## config.mk

```make
export PLATFORM = sky130hd
export DESIGN_NAME = pitu_search
export DESIGN_NICKNAME = d
export VERILOG_FILES = /design/src/rtl/core/pitu_pkg.sv /design/src/rtl/core/pitu_search.sv
export SDC_FILE = /design/constraint.sdc
export NUM_CORES = 1
export LEC_CHECK = 0
export ABC_CLOCK_PERIOD_IN_PS = 6400
export BUFFER_PORTS_ARGS = -buffer_cell sky130_fd_sc_hd__buf_2
export CAP_MARGIN = 10
export CORE_UTILIZATION = 51
export CTS_CLUSTER_DIAMETER = 60
export CTS_CLUSTER_SIZE = 20
export DETAILED_ROUTE_END_ITERATION = 7
export GPL_ROUTABILITY_DRIVEN = 1
export PLACE_DENSITY = 0.95
export SLEW_MARGIN = 20
export SYNTH_ARGS = -nofsm -noshare
export SYNTH_HDL_FRONTEND = slang
export SYNTH_SLANG_ARGS = --single-unit
```

## constraint.sdc

```tcl
create_clock -name i_clk -period 6.4 [get_ports i_clk]
set_input_delay 0.32 -clock i_clk [delete_from_list [all_inputs] [get_ports i_clk]]
set_output_delay 0.32 -clock i_clk [all_outputs]
set_load 0.1 [all_outputs]
```

## src/rtl/core/pitu_pkg.sv

```systemverilog
// Shared types and codes for the pair interning table.
package pitu_pkg;

    localparam logic       KIND_INSERT = 1'b0;
    localparam logic       KIND_REDUCE = 1'b1;

    localparam logic [1:0] ST_FOUND = 2'd0;
    localparam logic [1:0] ST_NEW   = 2'd1;
    localparam logic [1:0] ST_FULL  = 2'd2;
    localparam logic [1:0] ST_MISS  = 2'd3;

    localparam int VALUE_W = 16;
    localparam int KEY_W   = 32;
    localparam int LEVEL_W = 2;
    localparam int COUNT_W = 11;
    localparam int POS_W   = 3;
    localparam logic [POS_W-1:0] POS_MAX = 3'd7;

    typedef enum logic {
        SR_IDLE,
        SR_SCAN
    } t_srch_state;

    typedef enum logic {
        TS_IDLE,
        TS_WAIT
    } t_top_state;

    typedef struct packed {
        logic done;
        logic found;
    } t_srch_rsp;

endpackage

```

## src/rtl/core/pitu_search.sv

```systemverilog
// Linear search of one level's entries with a single shared key comparator.
module pitu_search #(
    parameter int AW    = 12,
    parameter int IDW   = 16,
    parameter int CNT_W = 11
) (
    input  logic                                i_clk,
    input  logic                                i_rst_n,
    input  logic                                i_start,
    input  logic [AW-1:0]                       i_base,
    input  logic [pitu_pkg::KEY_W-1:0]          i_key,
    input  logic [CNT_W-1:0]                    i_count,
    output logic                                o_rd_en,
    output logic [AW-1:0]                       o_rd_addr,
    input  logic [pitu_pkg::KEY_W+IDW-1:0]      i_rd_data,
    output pitu_pkg::t_srch_rsp                 o_rsp,
    output logic [IDW-1:0]                      o_ident
);

    pitu_pkg::t_srch_state r_state, n_state;
    logic [AW-1:0]                 r_addr, n_addr;
    logic [CNT_W-1:0]              r_left, n_left;
    logic                          r_pend, n_pend;
    logic [pitu_pkg::KEY_W-1:0]    r_key, n_key;
    logic                          r_done, n_done;
    logic                          r_found, n_found;
    logic [IDW-1:0]                r_ident, n_ident;
    logic                          hit;

    always_ff @(posedge i_clk) begin
        if (!i_rst_n) begin
            r_state <= pitu_pkg::SR_IDLE;
            r_pend  <= 1'b0;
            r_done  <= 1'b0;
        end else begin
            r_state <= n_state;
            r_pend  <= n_pend;
            r_done  <= n_done;
        end
    end

    always_ff @(posedge i_clk) begin
        r_addr  <= n_addr;
        r_left  <= n_left;
        r_key   <= n_key;
        r_found <= n_found;
        r_ident <= n_ident;
    end

    // Read data arrives in the cycle after the address, so the compare trails the issue.
    assign hit = r_pend && (i_rd_data[pitu_pkg::KEY_W+IDW-1:IDW] == r_key);

    always_comb begin
        n_state   = r_state;
        n_addr    = r_addr;
        n_left    = r_left;
        n_pend    = r_pend;
        n_key     = r_key;
        n_done    = 1'b0;
        n_found   = r_found;
        n_ident   = r_ident;
        o_rd_en   = 1'b0;
        o_rd_addr = r_addr;
        unique case (r_state)
            pitu_pkg::SR_IDLE: begin
                if (i_start) begin
                    n_addr  = i_base;
                    n_left  = i_count;
                    n_key   = i_key;
                    n_pend  = 1'b0;
                    n_state = pitu_pkg::SR_SCAN;
                end
            end
            pitu_pkg::SR_SCAN: begin
                if (hit) begin
                    n_done  = 1'b1;
                    n_found = 1'b1;
                    n_ident = i_rd_data[IDW-1:0];
                    n_pend  = 1'b0;
                    n_state = pitu_pkg::SR_IDLE;
                end else if (r_left != '0) begin
                    o_rd_en = 1'b1;
                    n_addr  = r_addr + AW'(1);
                    n_left  = r_left - CNT_W'(1);
                    n_pend  = 1'b1;
                end else begin
                    n_done  = 1'b1;
                    n_found = 1'b0;
                    n_pend  = 1'b0;
                    n_state = pitu_pkg::SR_IDLE;
                end
            end
            default: begin
                n_state = pitu_pkg::SR_IDLE;
            end
        endcase
    end

    assign o_rsp.done  = r_done;
    assign o_rsp.found = r_found;
    assign o_ident     = r_ident;

endmodule

```

; ---- Word-level counts from Yosys, hierarchy flattened
; Cells that the tools add are included.
[totals]
ff_bits = 75
inputBits = 106
out_inout_bits = 31
wordCells = 41
[classes]
add_sub_neg = 2
eq_ne = 5
mux = 18
bitwise = 1
n_reduce_logical = 7
[ops]
columns = cell, count
row1 = 2-to-1 mux 12 bit, 3
row2 = 2-to-1 mux 11 bit, 3
row3 = == test 32 bit, 1
row4 = one-hot mux 12 bit (2 select lines), 1
row5 = one-hot mux 11 bit (2 select lines), 1
row6 = "adder 12 x 1 -> 12 bit, second input constant", 1
row7 = nonzero test 11 bit, 1
row8 = "subtractor 11 x 1 -> 11 bit, second input constant", 1
row9 = 2-to-1 mux 1 bit, 8
row10 = AND reduction 2 bit, 4
row11 = "inequality test 2 bit, second input constant", 3
row12 = one-hot mux 1 bit (2 select lines), 2
row13 = AND reduction 3 bit, 1
row14 = "inequality test 2 x 1 -> 1 bit, second input constant", 1
row15 = logical AND 1 bit, 1
row16 = NOT 1 bit, 1

; ---- Depth between registers and ports, before layout
; Gate-level depths: netlist (run 1).
[depth]
ltp_word = 4
mapped_depth = 6
mapped_depth_nobuf = 6

; ---- Worst setup path after synthesis (run 1)
; Ideal clock, no wire load.
[synth_timing]
path_type = reg2reg
start = reg r_left[0]
end = reg r_addr[0], in the netlist o_rd_addr[0], enable pin
setup_time_ps = 412
arrival_ps = 2207
required_ps = 5988
path_slack_ps = 3781
path_stages_with_launch = 6
path_buffers = 0
synth_period_minus_slack_ps = 2619
path_cell_list = edfxtp_1 inv_1 ha_1 and4b_4 or2b_1 o22ai_1
[synth_via]
elab_chain_len = 3
[synth_lines]
columns = element, line_no
row1 = from (decl), pitu_search.sv:22  ; logic [CNT_W-1:0] r_left, n_left;
row2 = from (signal assigned), pitu_search.sv:44  ; r_left <= n_left;
row3 = nonzero test 11 bit, pitu_search.sv:81  ; end else if (r_left != '0) begin
row4 = inequality test 2 x 1 -> 1 bit (no source line), n/a
row5 = AND reduction 3 bit (no source line), n/a
row6 = to (signal assigned), pitu_search.sv:43  ; r_addr <= n_addr;
row7 = to (decl), pitu_search.sv:21  ; logic [AW-1:0] r_addr, n_addr;
; No other way between the ends.
; A chain may end at the register's enable or synchronous reset.

; ---- Final worst setup path (run 1)
[layout_timing]
start = reg r_left[7]
end = out o_rd_en
[layout_via]
elab_chain_len = 4
[layout_lines]
columns = element, line_no
row1 = nonzero test 11 bit, pitu_search.sv:81
row2 = 2-to-1 mux 1 bit, pitu_search.sv:81
row3 = 2-to-1 mux 1 bit, pitu_search.sv:75  ; if (hit) begin
row4 = 2-to-1 mux 1 bit, pitu_search.sv:64  ; unique case (r_state)
row5 = to (decl), pitu_search.sv:13  ; output logic o_rd_en,
; No other way between the ends.

==> results of run 1 <==
==> flip-flops by register name, indices dropped and copies added (netlist names) <==
signal,count
r_found,1
r_left,11
r_done,1
r_pend,1
o_rd_addr,12
r_state,1
r_key,32
o_ident,16
==> layer usage <==
layer,track usage,up-vias,share of wire
met4,0.1281,0,0.026
li1,-,1140,-
met1,0.2360,1060,0.39
met2,0.3752,93,0.52
met3,0.05165,18,0.059
met5,0,-,0
==> worst reg2reg max path, cell delays in order (launching register included) <==
cell,delay (ns)
edfxtp_1,0.43
xor2_1,0.18
nor4_1,0.25
nand2_1,0.16
nor4_4,0.58
and2_1,0.66
==> final cells by class <==
cell class	count	area share
multi-input cells	147	0.2397
clock inverters	7	0.01796
well taps	75	0.02208
flip-flops and latches	75	0.5230
inverters	5	0.004417
repair buffers	138	0.1637
clock buffers	9	0.02915
==> power groups by stage <==
| stage | clock network (uW) | logic (uW) | registers, uW |
|---|---|---|---|
| 5_1_grt | 383 | 260 | 625 |
| 6_report | 358 | 240 | 620 |
| 3_3_place_gp | 0 | 233 | 628 |
| 2_1_floorplan | 0 | 89.2 | 710 |
| 4_1_cts | 369 | 242 | 620 |
| 3_5_place_dp | 0 | 241 | 631 |
==> stage by stage <==
step	setup WS [ns]	power (uW)
after global routing	3.568	1268
after CTS	3.708	1231
after floorplan	3.781	799.2
after global placement	3.910	860.7
final	3.714	1218
after detailed placement	3.754	872.3
==> how the worst min path moves through the flow <==
stage,slack [ns],to,startpoint
after global placement,0.50,r_pend,r_pend
after detailed placement,0.50,o_ident[3],i_rd_data[3]
after global routing,0.13,r_key[10],i_key[10]
after floorplan,0.42,o_ident[0],i_rd_data[0]
final,0.15,r_key[21],i_key[21]
after CTS,0.14,o_ident[4],i_rd_data[4]
==> layout by cell type, fill, tap and decap left out, types with 7 or more instances in the layout <==
| cell | Yosys | layout |
|---|---|---|
| nor4_1 | 8 | 8 |
| clkbuf_8 | 0 | 9 |
| nand3_1 | 8 | 8 |
| xnor2_1 | 12 | 12 |
| nand2_1 | 7 | 7 |
| nor2_1 | 27 | 26 |
| buf_2 | 0 | 136 |
| a21oi_1 | 18 | 18 |
| edfxtp_1 | 72 | 72 |
| xor2_1 | 38 | 38 |
==> cells by family after synthesis <==
kind of cell	Yosys count
compound gates	25
xor+xnor	50
fa+ha+maj	3
buf+inv	12
flops	75
mux	4
simple gates	65
==> results.cfg, run 1 <==
[yosys]
ys_warn_count = 0
ys_seq_elements = 75
synth_top_area_cell = edfxtp_1
synthFlopType = edfxtp_1
synth_compound_area_frac = 0.04353
synth_xor_area_frac = 0.1336
synthCells = 234
muxShareOfSynthArea = 0.01298
synth_edf_count = 72
async_flop_share = 0
synth.distinct_cells = 31
synth_area_mm2 = 0.003277
synth_most_common_cell = edfxtp_1
synth_common_cells = edfxtp_1, xor2_1, nor2_1
synth_area_leaders = edfxtp_1, xor2_1, xnor2_1, nor2_1, a21oi_1
synth_adder_area_share = 0.01145
synth_nets = 343
synth_top_area_share = 0.6598
synthSimpleGateAreaFrac = 0.1042
syn_avg_cell_area_um2 = 14.00
ys_seq_area_frac = 0.6781
synth_top_family_by_area = XOR/XNOR gates

[sta]
slew_viol_final = 0
hold_viol_final = 0
timing.fmax_ghz = 0.3723
final.setup.tns_ns = 0
maxSlewHeadroom = 0.4666
hold_ws_ns = 0.1541
period_share = 0.4197
fin_skew_ns = 0.01108
setup_viol = 0
fin_crit_ns = 2.686
rsz0062_at_grt = no
tightest_slew_ns = 0.8001

[cts]
cts_tree = built
htree_levels = 3
post_cts_buffers = 0
cts_root_buffer = clkbuf_8
ctsResizeCount = 0
clk_pin_slew_ns = 0.08
cts_buffer_depth = 2
cts_buffers = 9
clkLatencyLatePin_ns = 0.33
hold_buffers = 0
cts.sinks = 75

[finish]
stdcell_count = 456
fill_cells = 442
area_growth_pct = 29.67
diodes = 0
seqCellArea_mm2 = 0.002222
final_layout_size_suffix_gt1_frac = 0.4252
fin_nets = 485
final_core_util = 0.7011
multiInputGateArea_mm2 = 0.001018
final_area_mm2 = 0.004249

[setup_path]
regToRegStartpoint = r_key[0]
path_buf_inv = 1
cp-endpoint = o_rd_en
r2r_slack_ns = 3.77
regToRegEndpoint = o_ident[5]
critPathCaptureType = output port
worstPathRequired_ns = 6.08
crit_family = simple AND/OR/NAND/NOR gates
ff2ff_path_depth = 5
cp-startpoint = r_left[7]
critical-path-max-stage-delay_ns = 0.57
cpMaxStageDelayCell = or4_4
arrival_ns = 2.37
cp_max_fo = 5
start_kind = flip-flop
crit_type = flip-flop to output port
path_cells = or4_4 > nor3_2 > and4b_4 > or2b_1 > nor2_1 > buf_2
crit_cells = 6

[pwr]
p_per_area_mw_per_mm2 = 286.6
power.share.clock = 0.294
total_leakage_power_uw = 0.001734
p_comb_frac = 0.197
p_int_uw = 846.5
sw_frac_of_total = 0.3050
p_sw_uw = 371.4
vdd_drop_max_mv = 0.1802
seq_power_share = 0.509

[detailed_routing]
wl_per_cell_um = 14.79
drt_first_iter_violations = 124
ant_nets = 0
drc = 0
routed_via_density = 5.068
via_count = 2311
wl_um = 6743
dr.pass1.iters = 4

[floorplan]
ioPinCount = 137
rows = 28
die_x_um = 82.16
die_h_um = 82.16
core_area_mm2 = 0.006061
initial_core_util = 0.5407
dieArea_mm2 = 0.006749

[placement]
postPlaceCellArea_mm2 = 0.004049
dp.cells = 440
portBuffers = 136
gp_congestion = 0.8306
post-dp-hpwl_um = 5105

[grt]
grt_usage = 0.2146
grt_max_degree = 49
first_global_vias = 2319
antenna_found_initial = 0
grt_pass1_wl_um = 10150
grt_overflow = 0

[run_status]
status = finished clean

[min_path]
worstHoldPathType = input port to flip-flop
holdPathStages = 1

[job]
cap_violations = 0
No activity file was read; power rests on OpenSTA's default activity.
==> run 2, diff against run 1 <==
--- a/config.mk
+++ b/config.mk
@@ -5,15 +5,16 @@
 export SDC_FILE = /design/constraint.sdc
 export NUM_CORES = 1
 export LEC_CHECK = 0
-export ABC_CLOCK_PERIOD_IN_PS = 6400
+export ABC_AREA = 1
+export ABC_CLOCK_PERIOD_IN_PS = 2600
 export BUFFER_PORTS_ARGS = -buffer_cell sky130_fd_sc_hd__buf_2
 export CAP_MARGIN = 10
-export CORE_UTILIZATION = 51
+export CORE_UTILIZATION = 50
 export CTS_CLUSTER_DIAMETER = 60
 export CTS_CLUSTER_SIZE = 20
 export DETAILED_ROUTE_END_ITERATION = 7
 export GPL_ROUTABILITY_DRIVEN = 1
-export PLACE_DENSITY = 0.95
+export PLACE_DENSITY = 0.92
 export SLEW_MARGIN = 20
 export SYNTH_ARGS = -nofsm -noshare
 export SYNTH_HDL_FRONTEND = slang
==> constraint.sdc (replaced) <==
create_clock -name i_clk -period 2.6 [get_ports i_clk]
set_input_delay 0.13 -clock i_clk [delete_from_list [all_inputs] [get_ports i_clk]]
set_output_delay 0.13 -clock i_clk [all_outputs]
set_load 0.1 [all_outputs]
==> results.cfg, run 2 <==
[run_status]
status = finished clean

[setup_path]
path_cells = clkinv_1 > nor2_1 > buf_12
worstPathRequired_ns = 2.47
cp_max_fo = 21
critical-path-max-stage-delay_ns = 0.61
cpMaxStageDelayCell = dfxtp_1
arrival_ns = 2.21
start_kind = flip-flop
ff2ff_path_depth = 11
crit_type = flip-flop to output port
critPathCaptureType = output port

[sta]
final.setup.tns_ns = 0
fin_crit_ns = 2.335
tightest_slew_ns = 0.8901
slew_viol_final = 0
timing.fmax_ghz = 0.4282
period_share = 0.8982
setup_viol = 0
rsz0062_at_grt = no
layout_setup_ws_ns = 0.2648
hold_viol_final = 0
fin_skew_ns = 0.01336
maxSlewHeadroom = 0.4060

[placement]
gp_congestion = 0.8613
postPlaceCellArea_mm2 = 0.004588
dp.cells = 661
dp_slack_ns = 0.4565
portBuffers = 136
post-dp-hpwl_um = 6847

[yosys]
async_flop_share = 0
synth_top_family_by_area = simple AND/OR/NAND/NOR gates
ys_warn_count = 0
synth_top_area_share = 0.5739
synth_nets = 538
synth_common_cells = nand2_1, edfxtp_1, inv_1
synth_area_leaders = edfxtp_1, nand2_1, inv_1, nor2_1, o21ai_0
ys_seq_area_frac = 0.5898
synthCells = 429
synth_edf_count = 72
synth_most_common_cell = nand2_1
muxShareOfSynthArea = 0
synthSimpleGateAreaFrac = 0.2534
synth.distinct_cells = 26
synth_xor_area_frac = 0.02557
synth_top_area_cell = edfxtp_1
synth_adder_area_share = 0.009963
synthFlopType = edfxtp_1
ys_seq_elements = 75
synth_compound_area_frac = 0.03886
syn_avg_cell_area_um2 = 8.782
synth_area_mm2 = 0.003767

[floorplan]
core_area_mm2 = 0.007253
rows = 31
die_x_um = 88.80
ioPinCount = 137
dieArea_mm2 = 0.007885
die_h_um = 88.80
initial_core_util = 0.5194

[grt]
grt_overflow = 0
grt_usage = 0.2595
grt_pass1_wl_um = 15070
grt_max_degree = 33
antenna_found_initial = 0
first_global_vias = 3457

[finish]
area_growth_pct = 40.22
final_area_mm2 = 0.005283
final_core_util = 0.7283
final_cell_mix = nand2_1, buf_2, inv_1, edfxtp_1, nor2_1
largest_reg_flops = 32
mostFrequentLayoutCell = nand2_1
final_layout_size_suffix_gt1_frac = 0.2608
fin_nets = 730
largest_register = r_key
stdcell_count = 724
diodes = 0

[cts]
cts_buffer_depth = 2
post_cts_buffers = 0
cts.sinks = 75
cts_buffers = 9
clk_pin_slew_ns = 0.07
clkLatencyLatePin_ns = 0.35
htree_levels = 3
cts_root_buffer = clkbuf_8
hold_buffers = 48
ctsResizeCount = 0
cts_tree = built

[pwr]
vdd_drop_max_mv = 0.3945
total_leakage_power_uw = 0.002603
p_per_area_mw_per_mm2 = 573.6

[detailed_routing]
drt_first_iter_violations = 253
dr.pass1.iters = 5
ant_nets = 0
wl_per_cell_um = 13.80
routed_via_density = 4.957
via_count = 3589
drc = 0
wl_um = 9994

[job]
cap_violations = 0

[min_path]
holdPathStages = 3
worstHoldPathType = input port to flip-flop
run 2: where the power goes:
group          internal [uW]  total (uW)  switching, uW  leakage, uW
Sequential              1410        1470           58.7     0.000718
Combinational            205         582            377      0.00178
Clock                    539         975            436     0.000107
Total                   2160        3030            872      0.00260
run 2: kinds of logic after synthesis:
logic type                 Yosys count
and+or+nand+nor                    232
AOI/OAI and AO/OA                   28
adders and majority gates            3
DFF                                 75
buffers and inverters               80
xor gates and xnor gates            11
run 2: metal layers:
layer / wire length, um / track usage
met1: 3869 / 0.2882
met2: 5067 / 0.4594
met3: 703 / 0.06250
met4: 353 / 0.1393
met5: 0 / 0
run 2: critical path: cells and delay by family, from the launching register on:
kind                   cells  cell delay (ns)
DFF                        1             0.61
and+or+nand+nor            1             0.43
buffers and inverters      2             0.83
run 2: cell type report:
cell class,instances,area [um2]
clock buffer,9,123.9
clock inverter,6,90.09
fill,503,1971
inverter,73,274.0
multi-input combinational,274,1242
sequential,75,2222
tap,99,123.9
timing repair buffer,188,1206
run 2: worst paths after layout:
path / startpoint / endpoint / slack, ns
setup / recovery: r_state / o_rd_en / 0.26
hold / removal: i_rst_n / r_pend / 0.04
setup reg to reg: r_key[14] / o_rd_addr[7] / 0.41
hold reg to reg: r_pend / r_done / 0.58
run 2: metrics by stage:
| stage | hold WS (ns) | power, uW |
|---|---|---|
| finish | 0.03649 | 3030 |
| global route | 0.03310 | 3148 |
| CTS | 0.02625 | 3028 |
| detailed placement | 0.3081 | 2013 |
| global placement | 0.3066 | 1988 |
| floorplan | 0.2289 | 1838 |
==> run 3, diff against run 2 <==
==> config.mk (replaced) <==
export PLATFORM = sky130hd
export DESIGN_NAME = pitu_search
export DESIGN_NICKNAME = d
export VERILOG_FILES = /design/src/rtl/core/pitu_pkg.sv /design/src/rtl/core/pitu_search.sv
export SDC_FILE = /design/constraint.sdc
export NUM_CORES = 1
export LEC_CHECK = 0
export ABC_AREA = 0
export ABC_CLOCK_PERIOD_IN_PS = 2280
export BUFFER_PORTS_ARGS = -buffer_cell sky130_fd_sc_hd__buf_4
export CAP_MARGIN = 10
export CORE_UTILIZATION = 48
export CTS_CLUSTER_DIAMETER = 60
export CTS_CLUSTER_SIZE = 20
export DETAILED_ROUTE_END_ITERATION = 7
export GPL_ROUTABILITY_DRIVEN = 1
export PLACE_DENSITY = 0.91
export SLEW_MARGIN = 20
export SYNTH_ARGS = -nofsm -noshare
export SYNTH_HDL_FRONTEND = slang
export SYNTH_SLANG_ARGS = --single-unit
==> constraint.sdc (replaced) <==
create_clock -name i_clk -period 2.28 [get_ports i_clk]
set_input_delay 0.114 -clock i_clk [delete_from_list [all_inputs] [get_ports i_clk]]
set_output_delay 0.114 -clock i_clk [all_outputs]
set_load 0.1 [all_outputs]
==> results.cfg, run 3 (same netlist as run 1, synthesis figures left out) <==
[detailed_routing]
routed_via_density = 5.161
wl_um = 9652
drc = 0
via_count = 2663
wl_per_cell_um = 18.71
drt_first_iter_violations = 185
ant_nets = 0
dr.pass1.iters = 7

[floorplan]
core_area_mm2 = 0.006459
rows = 29
die_h_um = 84.63
die_x_um = 84.63
initial_core_util = 0.5074
ioPinCount = 137
dieArea_mm2 = 0.007161

[cts]
cts_root_buffer = clkbuf_8
htree_levels = 3
cts.sinks = 75
cts_buffers = 9
cts_buffer_depth = 2
clkLatencyLatePin_ns = 0.34
cts_tree = built
clk_pin_slew_ns = 0.07

[finish]
final_cell_mix = buf_4, edfxtp_1, dlygate4sd3_1, xor2_1, nor2_1
area_growth_pct = 57.39
fin_nets = 542
stdcell_count = 516
final_layout_size_suffix_gt1_frac = 0.3904
mostFrequentLayoutCell = buf_4
fill_cells = 331
largest_register = r_key
largest_reg_flops = 32

[setup_path]
ff2ff_path_depth = 7
r2r_slack_ns = 0.09
worstPathRequired_ns = 2.17
critPathCaptureType = output port
arrival_ns = 2.14
crit_type = flip-flop to output port
regToRegEndpoint = o_ident[0]
start_kind = flip-flop
regToRegStartpoint = r_key[11]
cp_max_fo = 4

[sta]
hold_viol_final = 0
tightest_slew_ns = 0.4321
rsz0062_at_grt = yes
maxSlewHeadroom = 0.7119
fin_crit_ns = 2.256
fin_skew_ns = 0.009578
slew_viol_final = 0
hold_ws_ns = 0.02635
setup_viol = 0
period_share = 0.9894
timing.fmax_ghz = 0.4433

[pwr]
total_leakage_power_uw = 0.002098
p_per_area_mw_per_mm2 = 672.2
total_power_uw = 3467
vdd_drop_max_mv = 0.5225

[grt]
grt_usage = 0.2805
grt_max_degree = 35
grt_pass1_wl_um = 14790
antenna_found_initial = 1
grt_overflow = 0
first_global_vias = 3001

[job]
cap_violations = 0

[min_path]
holdPathEnd = r_state
worstHoldPathType = input port to flip-flop
holdPathStages = 3
hold_path_startpoint = i_rst_n

[run_status]
status = finished clean

[placement]
gp_congestion = 0.7906
post-dp-hpwl_um = 5465
portBuffers = 136
dp.cells = 446
run 3: cell type report:
cell class | count | area (um2) | share of cell area
Inverter | 5 | 18.77 | 0.003639
Multi-Input combinational cell | 147 | 1045 | 0.2026
Clock inverter | 5 | 20.02 | 0.003882
Tap cell | 77 | 96.34 | 0.01868
Sequential cell | 75 | 2222 | 0.4309
Antenna cell | 1 | 2.502 | 0.0004852
Timing Repair Buffer | 195 | 1622 | 0.3144
Clock buffer | 11 | 131.4 | 0.02547
run 3: how the worst max path moves through the flow:
stage / startpoint / endpoint / slack, ns / cells after the start
3_3_place_gp: r_key[19] / o_ident[3] / 0.16 / 6
3_5_place_dp: r_key[19] / o_ident[7] / 0.11 / 6
2_1_floorplan: r_key[15] / o_ident[0] / 0.05 / 5
5_1_grt: r_key[11] / o_rd_en / -0.09 / 7
6_report: r_left[5] / o_rd_en / 0.02 / 6
4_1_cts: r_left[7] / o_rd_en / 0.005 / 6
run 3: worst max-delay path: stages (launching register included):
cell	delay, ns
edfxtp_1	0.44
or4_4	0.59
nor3_4	0.14
and4b_4	0.28
or2b_1	0.14
nor2_2	0.06
buf_12	0.16
run 3: metrics by stage:
step | utilization | cell area, um2 | setup slack [ns] | setup TNS, ns
finish | 0.7985 | 5157 | 0.02415 | 0
global placement | 0.6877 | 4442 | 0.1612 | 0
global route | 0.7985 | 5157 | -0.08539 | -0.7463
detailed placement | 0.6877 | 4442 | 0.1110 | 0
floorplan | - | 3288 | 0.04834 | 0
CTS | 0.7873 | 5085 | 0.005285 | 0
run 3: power by group:
group	internal, uW	switching [uW]	total [uW]
Sequential	1660	96.4	1750
Combinational	350	514	864
Clock	380	469	849
run 3: timing repair:
| action | in CTS | in global routing |
|---|---|---|
| gates resized for setup | 1 | 7 |
| setup buffers | 1 | 4 |
| hold endpoints to repair | 48 | 0 |
| setup endpoints to repair | 1 | 17 |
| pin swaps | 1 | 8 |
| hold buffers | 48 | 0 |
run 3: routing by layer:
layer	GRT usage	vias up	wire (um)
li1	-	1251	-
met1	0.2858	1261	3403
met2	0.5381	121	5338
met3	0.05801	30	579
met4	0.1418	0	331
met5	0	-	0
